$ cat src/rtl/kcce_pkg.sv
// Package for the k-means color cluster engine: sizes, request codes, payload types.
// No dependencies.
package kcce_pkg;

  localparam int MAX_CLUSTERS = 16;
  localparam int COUNT_BITS   = 24;
  localparam int IDX_BITS     = $clog2(MAX_CLUSTERS);
  localparam int SUM_BITS     = 32;

  localparam logic [1:0] REQ_LOAD  = 2'd0;
  localparam logic [1:0] REQ_PIXEL = 2'd1;
  localparam logic [1:0] REQ_PASS  = 2'd2;

  typedef struct packed {
    logic [1:0] req_type;
    logic [3:0] cluster_index;
    logic [7:0] red;
    logic [7:0] green;
    logic [7:0] blue;
  } in_item_t;

  typedef struct packed {
    logic [3:0] nearest_index;
    logic [7:0] center_red;
    logic [7:0] center_green;
    logic [7:0] center_blue;
    logic       centers_changed;
  } out_item_t;

endpackage

$ cat src/rtl/kmeans_color_cluster_engine_top.sv
// Top level of the k-means color cluster engine.
// Uses kcce_pkg. Holds centers, sums and counts in synchronous memories.
//
// A pixel request visits each active center once through one distance unit fed by
// the center memory. An end-of-pass request walks all MAX_CLUSTERS entries, where a
// bit-serial divider forms the three channel means for each non-empty center; there
// is no extra clear, since sums and counts are zeroed as each entry is written back.
// After reset a clearing pass over all MAX_CLUSTERS entries zeroes sums and counts
// before the first request is taken. One request is in work at a time; a result
// waits in the output register while the next request is accepted.
module kmeans_color_cluster_engine_top
  import kcce_pkg::*;
(
  input  logic       clk,
  input  logic       rst,
  input  logic       in_valid,
  output logic       in_stall,
  input  in_item_t   in_data,
  output logic       out_valid,
  input  logic       out_stall,
  output out_item_t  out_data,
  input  logic       cfg_valid,
  output logic       cfg_ready,
  input  logic [4:0] cfg_data
);

  localparam logic [3:0] S_CLEAR = 4'd0;
  localparam logic [3:0] S_IDLE  = 4'd1;
  localparam logic [3:0] S_SCAN  = 4'd2;
  localparam logic [3:0] S_ACC   = 4'd3;
  localparam logic [3:0] S_ACCW  = 4'd4;
  localparam logic [3:0] S_PRD   = 4'd5;
  localparam logic [3:0] S_PDIV  = 4'd6;
  localparam logic [3:0] S_PWR   = 4'd7;
  localparam logic [3:0] S_DONE  = 4'd8;

  localparam logic [COUNT_BITS-1:0] CNT_MAX = {COUNT_BITS{1'b1}};

  // Memories: centers, sums (three channels per row), counts.
  logic [23:0]             center_mem [MAX_CLUSTERS];
  logic [3*SUM_BITS-1:0]   sum_mem    [MAX_CLUSTERS];
  logic [COUNT_BITS-1:0]   count_mem  [MAX_CLUSTERS];

  logic                    c_we, s_we;
  logic [IDX_BITS-1:0]     c_waddr, s_waddr, c_raddr, s_raddr;
  logic [23:0]             c_wdata, c_rdata;
  logic [3*SUM_BITS-1:0]   s_wdata, s_rdata;
  logic [COUNT_BITS-1:0]   n_wdata, n_rdata;

  always_ff @(posedge clk) begin
    if (c_we) center_mem[c_waddr] <= c_wdata;
    c_rdata <= center_mem[c_raddr];
  end

  always_ff @(posedge clk) begin
    if (s_we) begin
      sum_mem[s_waddr]   <= s_wdata;
      count_mem[s_waddr] <= n_wdata;
    end
    s_rdata <= sum_mem[s_raddr];
    n_rdata <= count_mem[s_raddr];
  end

  logic [3:0]          state;
  logic [4:0]          active_clusters;
  in_item_t            req;
  logic [IDX_BITS:0]   ptr;
  logic [IDX_BITS:0]   n_act;
  logic                cand_valid;
  logic [IDX_BITS-1:0] cand_idx;
  logic [IDX_BITS-1:0] best;
  logic [17:0]         best_dist;
  logic [23:0]         best_color;
  logic                changed;
  logic                pend_valid;
  out_item_t           pend;
  logic [IDX_BITS-1:0] row;

  // Divider state: one quotient bit per cycle.
  logic [1:0]            chan_sel;
  logic [5:0]            bit_cnt;
  logic [SUM_BITS-1:0]   dividend;
  logic [COUNT_BITS:0]   remainder;
  logic [SUM_BITS-1:0]   quotient;
  logic [23:0]           new_color;
  logic [COUNT_BITS-1:0] divisor;

  assign cfg_ready = 1'b1;
  assign in_stall  = (state != S_IDLE) || pend_valid;

  // Clamp the active count into 1..MAX_CLUSTERS.
  always_comb begin
    if (active_clusters == 5'd0) n_act = (IDX_BITS+1)'(1);
    else if ({1'b0, active_clusters} > 6'(MAX_CLUSTERS)) n_act = (IDX_BITS+1)'(MAX_CLUSTERS);
    else n_act = (IDX_BITS+1)'(active_clusters);
  end

  // Squared distance of the candidate center.
  logic [8:0]  dr, dg, db;
  logic [17:0] sq_dist;
  always_comb begin
    dr = (c_rdata[23:16] > req.red)   ? 9'(c_rdata[23:16] - req.red)
                                      : 9'(req.red - c_rdata[23:16]);
    dg = (c_rdata[15:8] > req.green)  ? 9'(c_rdata[15:8] - req.green)
                                      : 9'(req.green - c_rdata[15:8]);
    db = (c_rdata[7:0] > req.blue)    ? 9'(c_rdata[7:0] - req.blue)
                                      : 9'(req.blue - c_rdata[7:0]);
    sq_dist = 18'(dr) * 18'(dr) + 18'(dg) * 18'(dg) + 18'(db) * 18'(db);
  end

  // Saturating accumulate.
  function automatic logic [SUM_BITS-1:0] sat_add(input logic [SUM_BITS-1:0] s,
                                                  input logic [7:0] p);
    logic [SUM_BITS:0] t;
    t = {1'b0, s} + {{(SUM_BITS-8){1'b0}}, 1'b0, p};
    sat_add = t[SUM_BITS] ? {SUM_BITS{1'b1}} : t[SUM_BITS-1:0];
  endfunction

  logic [COUNT_BITS:0] rem_shift;
  logic [SUM_BITS-1:0] cur_sum;
  logic [7:0]          mean;
  always_comb begin
    rem_shift = {remainder[COUNT_BITS-1:0], dividend[SUM_BITS-1]};
    case (chan_sel)
      2'd0:    cur_sum = s_rdata[3*SUM_BITS-1:2*SUM_BITS];
      2'd1:    cur_sum = s_rdata[2*SUM_BITS-1:SUM_BITS];
      default: cur_sum = s_rdata[SUM_BITS-1:0];
    endcase
    mean = (quotient > 32'd255) ? 8'hFF : quotient[7:0];
  end

  // Memory port control.
  always_comb begin
    c_we    = 1'b0;
    c_waddr = req.cluster_index[IDX_BITS-1:0];
    c_wdata = {req.red, req.green, req.blue};
    c_raddr = ptr[IDX_BITS-1:0];
    s_we    = 1'b0;
    s_waddr = row;
    s_wdata = '0;
    n_wdata = '0;
    s_raddr = row;
    case (state)
      S_CLEAR: begin
        s_we    = 1'b1;
        s_waddr = ptr[IDX_BITS-1:0];
      end
      S_IDLE: begin
        if (in_valid && !in_stall && in_data.req_type == REQ_LOAD &&
            {1'b0, in_data.cluster_index} < 5'(MAX_CLUSTERS)) begin
          c_we    = 1'b1;
          c_waddr = in_data.cluster_index[IDX_BITS-1:0];
          c_wdata = {in_data.red, in_data.green, in_data.blue};
        end
      end
      S_ACC: s_raddr = best;
      S_ACCW: begin
        s_waddr = best;
        if (n_rdata != CNT_MAX) begin
          s_we    = 1'b1;
          s_wdata = {sat_add(s_rdata[3*SUM_BITS-1:2*SUM_BITS], req.red),
                     sat_add(s_rdata[2*SUM_BITS-1:SUM_BITS], req.green),
                     sat_add(s_rdata[SUM_BITS-1:0], req.blue)};
          n_wdata = n_rdata + COUNT_BITS'(1);
        end
      end
      // Keep the current row's center on the read port through the divide.
      S_PRD, S_PDIV: c_raddr = row;
      S_PWR: begin
        c_raddr = row;
        s_we    = 1'b1;
        if (n_rdata != '0) begin
          c_we    = 1'b1;
          c_waddr = row;
          c_wdata = new_color;
        end
      end
      default: ;
    endcase
  end

  // Sequencer.
  always_ff @(posedge clk) begin
    if (rst) begin
      state           <= S_CLEAR;
      ptr             <= '0;
      active_clusters <= 5'd16;
      pend_valid      <= 1'b0;
      out_valid       <= 1'b0;
      cand_valid      <= 1'b0;
    end else begin
      if (cfg_valid && cfg_ready) active_clusters <= cfg_data;

      // Move a finished result into the output register.
      if (pend_valid && (!out_valid || !out_stall)) begin
        out_valid  <= 1'b1;
        out_data   <= pend;
        pend_valid <= 1'b0;
      end else if (out_valid && !out_stall) begin
        out_valid <= 1'b0;
      end

      case (state)
        S_CLEAR: begin
          ptr <= ptr + 1'b1;
          if (ptr == (IDX_BITS+1)'(MAX_CLUSTERS - 1)) state <= S_IDLE;
        end
        S_IDLE: begin
          if (in_valid && !in_stall) begin
            req <= in_data;
            case (in_data.req_type)
              REQ_PIXEL: begin
                state      <= S_SCAN;
                ptr        <= '0;
                cand_valid <= 1'b0;
                best       <= '0;
                best_dist  <= '1;
              end
              REQ_PASS: begin
                state   <= S_PRD;
                row     <= '0;
                changed <= 1'b0;
              end
              default: begin
                pend       <= '0;
                pend_valid <= 1'b1;
              end
            endcase
          end
        end
        S_SCAN: begin
          // Compare the center read last cycle; lowest index wins ties.
          if (cand_valid && sq_dist < best_dist) begin
            best       <= cand_idx;
            best_dist  <= sq_dist;
            best_color <= c_rdata;
          end else if (cand_valid && cand_idx == '0) begin
            best_dist  <= sq_dist;
            best_color <= c_rdata;
          end
          cand_idx   <= ptr[IDX_BITS-1:0];
          cand_valid <= ptr < n_act;
          ptr        <= ptr + 1'b1;
          if (ptr == n_act) state <= S_ACC;
        end
        S_ACC: state <= S_ACCW;
        S_ACCW: begin
          pend       <= {4'(best), best_color, 1'b0};
          pend_valid <= 1'b1;
          state      <= S_IDLE;
        end
        S_PRD: begin
          state     <= S_PDIV;
          chan_sel  <= 2'd0;
          bit_cnt   <= '0;
        end
        S_PDIV: begin
          if (n_rdata == '0) begin
            state <= S_PWR;
          end else if (bit_cnt == '0) begin
            divisor   <= n_rdata;
            dividend  <= cur_sum;
            remainder <= '0;
            quotient  <= '0;
            bit_cnt   <= 6'd1;
          end else if (bit_cnt <= 6'(SUM_BITS)) begin
            if (rem_shift >= {1'b0, divisor}) begin
              remainder <= rem_shift - {1'b0, divisor};
              quotient  <= {quotient[SUM_BITS-2:0], 1'b1};
            end else begin
              remainder <= rem_shift;
              quotient  <= {quotient[SUM_BITS-2:0], 1'b0};
            end
            dividend <= {dividend[SUM_BITS-2:0], 1'b0};
            bit_cnt  <= bit_cnt + 1'b1;
          end else begin
            new_color <= {new_color[15:0], mean};
            bit_cnt   <= '0;
            if (chan_sel == 2'd2) state <= S_PWR;
            else chan_sel <= chan_sel + 1'b1;
          end
        end
        S_PWR: begin
          if (n_rdata != '0 && new_color != c_rdata) changed <= 1'b1;
          row <= row + 1'b1;
          if (row == IDX_BITS'(MAX_CLUSTERS - 1)) state <= S_DONE;
          else state <= S_PRD;
        end
        S_DONE: begin
          pend       <= {28'd0, changed};
          pend_valid <= 1'b1;
          state      <= S_IDLE;
        end
        default: state <= S_IDLE;
      endcase
    end
  end

endmodule

$ cat config.mk
export PLATFORM = sky130hd
export DESIGN_NAME = kmeans_color_cluster_engine_top
export DESIGN_NICKNAME = d
export VERILOG_FILES = /design/src/rtl/kcce_pkg.sv /design/src/rtl/kmeans_color_cluster_engine_top.sv
export SDC_FILE = /design/constraint.sdc
export NUM_CORES = 2
export LEC_CHECK = 0
export BUFFER_PORTS_ARGS = -buffer_cell sky130_fd_sc_hd__buf_2
export CORE_ASPECT_RATIO = 1.75
export CORE_UTILIZATION = 56
export CTS_BUF_LIST = sky130_fd_sc_hd__clkbuf_16
export DETAILED_ROUTE_END_ITERATION = 7
export PLACE_DENSITY = 0.72
export SLEW_MARGIN = 20
export SYNTH_ARGS = -nofsm -noshare
export SYNTH_HDL_FRONTEND = slang
export SYNTH_SLANG_ARGS = --single-unit
$ cat constraint.sdc
create_clock -name clk -period 13 [get_ports clk]
set_input_delay 1.3 -clock clk [delete_from_list [all_inputs] [get_ports clk]]
set_output_delay 1.3 -clock clk [all_outputs]
set_load 0.05 [all_outputs]
Word-level counts from Yosys, hierarchy flattened
Memories as Yosys holds them, arrays and structs flattened. A register that Yosys moved wholly into a read port is not among the register bits.
Index checks and enable logic that the tools add are counted.
{ "word_totals": {"mem_bits_ro": 0, "register_bits": 302, "elab_cells": 244, "latchBits": 0, "out_inout_bits": 32, "mem_count": 3, "ramBits": 2304, "input_bits": 40} }
{ "mem_list": {"columns": ["memory", "words", "word_bits", "read_ports", "rd_clocked_by_memory_dff", "wr", "line_no", "rtl"], "rows": [
  ["sum_mem", 16, 96, 1, 1, 1, "kmeans_color_cluster_engine_top.sv:41", "logic [3*SUM_BITS-1:0] sum_mem [MAX_CLUSTERS];"],
  ["center_mem", 16, 24, 1, 1, 1, "kmeans_color_cluster_engine_top.sv:40", "logic [23:0] center_mem [MAX_CLUSTERS];"],
  ["count_mem", 16, 24, 1, 1, 1, "kmeans_color_cluster_engine_top.sv:42", "logic [COUNT_BITS-1:0] count_mem [MAX_CLUSTERS];"]
]} }
{ "op_classes": {"mux": 89, "n_eq_ne": 35, "n_lt_le_gt_ge": 9, "div_mod_pow": 0, "shifts": 0, "n_reduce_logical": 50, "addsub": 17, "bitwise_logic": 4, "multipliers": 3} }
{ "op_table": {"columns": ["op", "n"], "rows": [
  ["$mux 24", 8],
  ["$mux 32", 6],
  ["$mux 96", 2],
  ["$add 32x8->33", 3],
  ["$pmux 29 s3", 1],
  ["$mux 18", 4],
  ["$mux 4", 17],
  ["$pmux 32 s2", 1],
  ["$mux 29", 2],
  ["$mul 9x9->18", 3],
  ["$sub 8x8->9", 6],
  ["$pmux 24 s2", 1],
  ["$pmux 4 s2", 5],
  ["$add 18x18->18", 2],
  ["$pmux 18 s2", 1],
  ["$gt 32x8->1 const B", 1],
  ["$pmux 4 s7", 1],
  ["$mux 9", 3],
  ["$ge 25x24->1", 1],
  ["$add 24x1->24 const B", 1],
  ["$gt 8x8->1", 3],
  ["$logic_not 24->1", 1],
  ["$ne 24x24->1", 1],
  ["$ne 24x24->1 const B", 1],
  ["other kinds (49)", 132]
]} }

Longest topological paths before layout
{ "logic_depth": {"ltp_word": 9, "depth_mapped": 43, "ltp_nobuf": 40} }

Least setup slack after synthesis
No wires, ideal clock.
{ "synth_timing": {"path_type": "register -> register", "start": "register req[4] (netlist bit)", "end": "register best_color[0], enable pin", "path_stages_with_launch": 38, "synth_period_minus_slack_ps": 11562, "t_arrival_ps": 11119, "setup_ps": 442, "path_buffers": 1, "path_slack_ps": 1438, "required_ps": 12558, "path_cell_list": "edfxtp_1 -> ha_1 -> buf_6 -> or3_1 -> o21ai_2 -> a21oi_2 -> o21ai_4 -> mux2i_1 -> o221ai_2 -> a41oi_2 -> a21oi_2 -> or3_1 -> fa_1 -> xor2_1 -> nor4_1 -> mux2_2 -> nor3_2 -> fa_1 -> (+2 left out) -> fa_1 -> inv_1 -> fa_1 -> inv_1 -> ha_1 -> a21o_1 -> a21oi_1 -> or4b_1 -> a41oi_1 -> o21ai_0 -> xor2_1 -> xnor2_1 -> ha_1 -> nand3_1 -> o22ai_1 -> nor4b_1 -> o21ai_0 -> a21boi_0"} }
{ "synth_between": {"elab_chain_cells": 8, "elab_cells_between_ends": 10, "classes_between": "add/sub (3); mul (1); order compare (2); mux (1); reduce/logical (3)"} }
{ "synth_lines": {"columns": ["item", "line_no", "rtl"], "rows": [
  ["start: declaration", "kmeans_color_cluster_engine_top.sv:66", "in_item_t req;"],
  ["start signal: assignment", "kmeans_color_cluster_engine_top.sv:210", "req <= in_data;"],
  ["$sub 8x8->9, or another cell as far along", "kmeans_color_cluster_engine_top.sv:107", ": 9'(req.blue - c_rdata[7:0]);"],
  ["$mux 9 (*)", "kmeans_color_cluster_engine_top.sv:106", "db = (c_rdata[7:0] > req.blue) ? 9'(c_rdata[7:0] - req.blue)"],
  ["$mul 9x9->18 (*)", "kmeans_color_cluster_engine_top.sv:108", "sq_dist = 18'(dr) * 18'(dr) + 18'(dg) * 18'(dg) + 18'(db) * 18'(db);"],
  ["$add 18x18->18 (*)", "kmeans_color_cluster_engine_top.sv:108", null],
  ["via sq_dist[17]", "kmeans_color_cluster_engine_top.sv:100", "logic [17:0] sq_dist;"],
  ["$lt 18x18->1 (*)", "kmeans_color_cluster_engine_top.sv:233", "if (cand_valid && sq_dist < best_dist) begin"],
  ["$logic_and 1x1->1 (*)", "kmeans_color_cluster_engine_top.sv:233", null],
  ["$reduce_bool 2->1 (no line) (*)", null, null],
  ["$reduce_and 3->1 (no line) (*)", null, null],
  ["end signal: assignment", "kmeans_color_cluster_engine_top.sv:236", "best_color <= c_rdata;"],
  ["end signal: assignment", "kmeans_color_cluster_engine_top.sv:239", "best_color <= c_rdata;"],
  ["end: declaration", "kmeans_color_cluster_engine_top.sv:73", "logic [23:0] best_color;"]
]} }
The timed path passes the listed nets; every way through them passes the cells marked *.
A chain may end at the register's enable or synchronous reset.

Worst setup path in the final report
{ "layout_timing": {"start": "register req[3] (netlist bit)", "end": "register best_color[1], enable pin"} }
Same word-level chain as after synthesis.

==> reports/summary.txt <==
full die area: 0.211 mm2
Final nets: 7425
worst-skew pair later-pin latency: 900 ps
main combinational cell family by area after synthesis: multiplexers
R2R Path Start: req[3]$_DFFE_PP_
CTS root buf: clkbuf_16
CP required: 13510 ps
final hold viol count: 0
status: finished, violations left
DIE WIDTH: 348 um
DRT iter0 DRCs: 6213
dpl hpwl: 175000 um
drt first pass iters: 8
Worst path max stage delay: 690 ps
Crit path max-delay family: adder cells
DR vias/cell: 6.33
kind of critical path: flop to flop
r2r endpoint: best_color[1]$_DFFE_PP_
fin crit period: 11730 ps
number of flops mapped to enable cells by yosys: 2588
Num CTS Buffers: 230
most numerous cell on the critical path: fa_1
Std-Cell Core Area: 0.209 mm2
Initial Utilization: 56.3%
Yosys top cell area share: 66.2%
slowest CP cell: nor3_2
TritonCTS clock tree: built
worst-margin pin slew: 1270 ps
Worst Hold Class: flop to flop
max_slew headroom: 15.4%
Total GRT Usage: 28.0%
biggest area consumer among synthesized cells: edfxtp_1
Yosys warning total: 0
wire per inst: 29.4 um
Syn Inst Count: 6865
setup bufs post-CTS: 0
period utilisation layout: 90.2%
total of max-cap violations: 0
first-pass GRT wire length: 431000 um
largest net degree at the start of global routing: 130
clock skew: 106 ps
Arrival @ worst endpoint: 12240 ps
drc violations: 1
Cells after DPL: 9573
Netlist Area Pre-Place: 0.117 mm2
FF+latch area: 0.0809 mm2
dominant synthesized flop cell: edfxtp_1
placer congestion estimate: 0.917
row count: 222
Die H: 608 um
Seq/Total Area, Yosys: 69.0%
Post-Synth Simple-Gate Area: 5.31%
# hold bufs at CTS: 0
vias in the first global route: 65457
Yosys reg bits: 2749
synth unique cells: 106
worst hold path startpoint: pend[18]$_DFFE_PP_
failing checks: design-rule violations
Hold Crit Depth: 0
WP buf/inv: 3
I/O Pins: 72
r2r setup slk: 1270 ps
TritonCTS Sinks: 2749
post-route ant nets: 0
Startpoint Class: flop
total wire length: 294000 um
non-filler instance count after layout: 10016
Synth Area in Compound Gates: 5.08%
H-Tree Depth: 4
Post-Syn Nets: 7284
area of the multi-input gates: 0.0338 mm2
xor and xnor area share after synthesis: 1.38%
mux cell area share after synthesis: 11.5%
CP endpoint kind: flop
post-CTS sizing: 0
Setup TNS Final: 0 ps
pins over their slew limit: 0
RSZ-0062 raised after global routing: no
antenna violations before repair: 12
synthesis-to-layout area growth: 9.87%
layout cells sized above 1: 18.1%
async set-reset flop share out of synthesis: 0%
FILL cells: 14632
crit-path max FO: 24
fmax: 85.3 MHz
synth top area cells: edfxtp_1 66%, mux4_2 11%, fa_1 2.8%, dfxtp_1 2.7%, ha_1 2.3%
Setup-failing EPs final: 0
adder-cell share of the synthesized area: 5.10%
Hold Path End: out_data[18]$_DFFE_PP_
Port Buffers: 70
path depth of the worst reg2reg path: 37
remaining global-route overflow: 0
clk buf depth: 4
Syn Area/Cell: 17.1 um2
via count: 63440
Reg clk slew, reported paths: 70 ps
metrics by stage:
stage | instance area (um2) | hold WS [ps] | utilization (%) | setup WS, ps
6_report | 129000 | 420 | 61.8 | 1270
5_1_grt | 129000 | 425 | 61.8 | 580
4_1_cts | 129000 | 420 | 61.7 | 1300
3_5_place_dp | 122000 | 405 | 58.3 | 1330
3_3_place_gp | 122000 | 403 | 58.3 | 1330
2_1_floorplan | 117000 | 400 | - | 1440
sequential cells by signal, summed over array words and instances (netlist names), 5 cells and up:
register,cells
quotient,32
s_rdata,96
out_data,29
dividend,32
pend,29
best_dist,18
c_rdata,24
remainder,24
bit_cnt,6
divisor,24
ptr,5
best_color,24
active_clusters,5
n_rdata,24
new_color,24
sum_mem,1536
req,27
count_mem,384
center_mem,384
logic make-up (layout without fill, tap and decap cells):
logic type,after synthesis,count (layout)
buffers and inverters,770,1101
XOR/XNOR,178,178
multiplexers,629,629
adder cells (fa/ha/maj),379,379
AND/OR/NAND/NOR,1301,1301
flip-flops,2749,2749
AO/OA/AOI/OAI,858,858
other,1,21
synthesized netlist by cell type (11+ instances only):
cell / count
o21ai_0: 52
a31oi_1: 199
and3_1: 67
or2_2: 15
buf_1: 34
nor4_1: 18
nand4_1: 26
mux2i_1: 43
nand3_1: 52
xnor2_1: 112
and4_1: 15
o2111ai_1: 11
dfxtp_1: 161
fa_1: 166
a211oi_1: 172
nand2b_1: 34
o21a_1: 14
clkbuf_1: 192
nor2b_1: 23
and2_1: 183
a311oi_1: 12
nor2_1: 295
ha_1: 213
a21oi_1: 163
a222oi_1: 26
nor3_1: 51
inv_1: 439
buf_4: 12
o211ai_1: 23
a22oi_1: 34
nand2_1: 459
a21boi_0: 12
buf_2: 80
a21o_1: 43
or3_1: 25
xor2_1: 60
mux4_2: 576
edfxtp_1: 2588
how the worst max path moves through the flow:
stage / from / to / slack [ps] / cells past startpoint
after floorplan: req[4]$_DFFE_PP_ / best_color[0]$_DFFE_PP_ / 1440 / 37
after global placement: req[3]$_DFFE_PP_ / best_color[11]$_DFFE_PP_ / 1330 / 37
after detailed placement: req[3]$_DFFE_PP_ / best_color[0]$_DFFE_PP_ / 1330 / 38
after CTS: req[3]$_DFFE_PP_ / best_color[1]$_DFFE_PP_ / 1300 / 38
after global routing: req[4]$_DFFE_PP_ / best_color[1]$_DFFE_PP_ / 580 / 38
final: req[3]$_DFFE_PP_ / best_color[1]$_DFFE_PP_ / 1270 / 37
cell type report:
| class | count | share of cell area (%) |
|---|---|---|
| Sequential cell | 2749 | 62.8 |
| Tap cell | 2800 | 2.72 |
| Clock buffer | 232 | 4.50 |
| Clock inverter | 190 | 1.10 |
| Antenna cell | 20 | 0.0388 |
| Multi-Input combinational cell | 3346 | 26.2 |
| Inverter | 444 | 1.29 |
| Timing Repair Buffer | 235 | 1.35 |
placed cells by master, fill, tap and decap left out, drive strengths merged, types with 191 or more instances in the layout:
cell,netlist,final
ha,213,213
and2,191,191
nor2,301,301
a31oi,200,200
inv,443,499
mux4,576,576
clkbuf,192,232
nand2,459,459
buf,134,235
edfxtp,2588,2588
layer usage:
layer	share of wire [%]	GRT usage (%)	vias to the layer above
met1	35	33.3	33068
li1	-	-	26906
met2	53	49.6	2794
met4	6.1	15.4	6
met5	0.014	0	-
met3	6.3	3.02	666
Power is left out: the tool's default activity adds up to more than one toggle a clock period on the data nets, which glitch-free logic cannot reach.
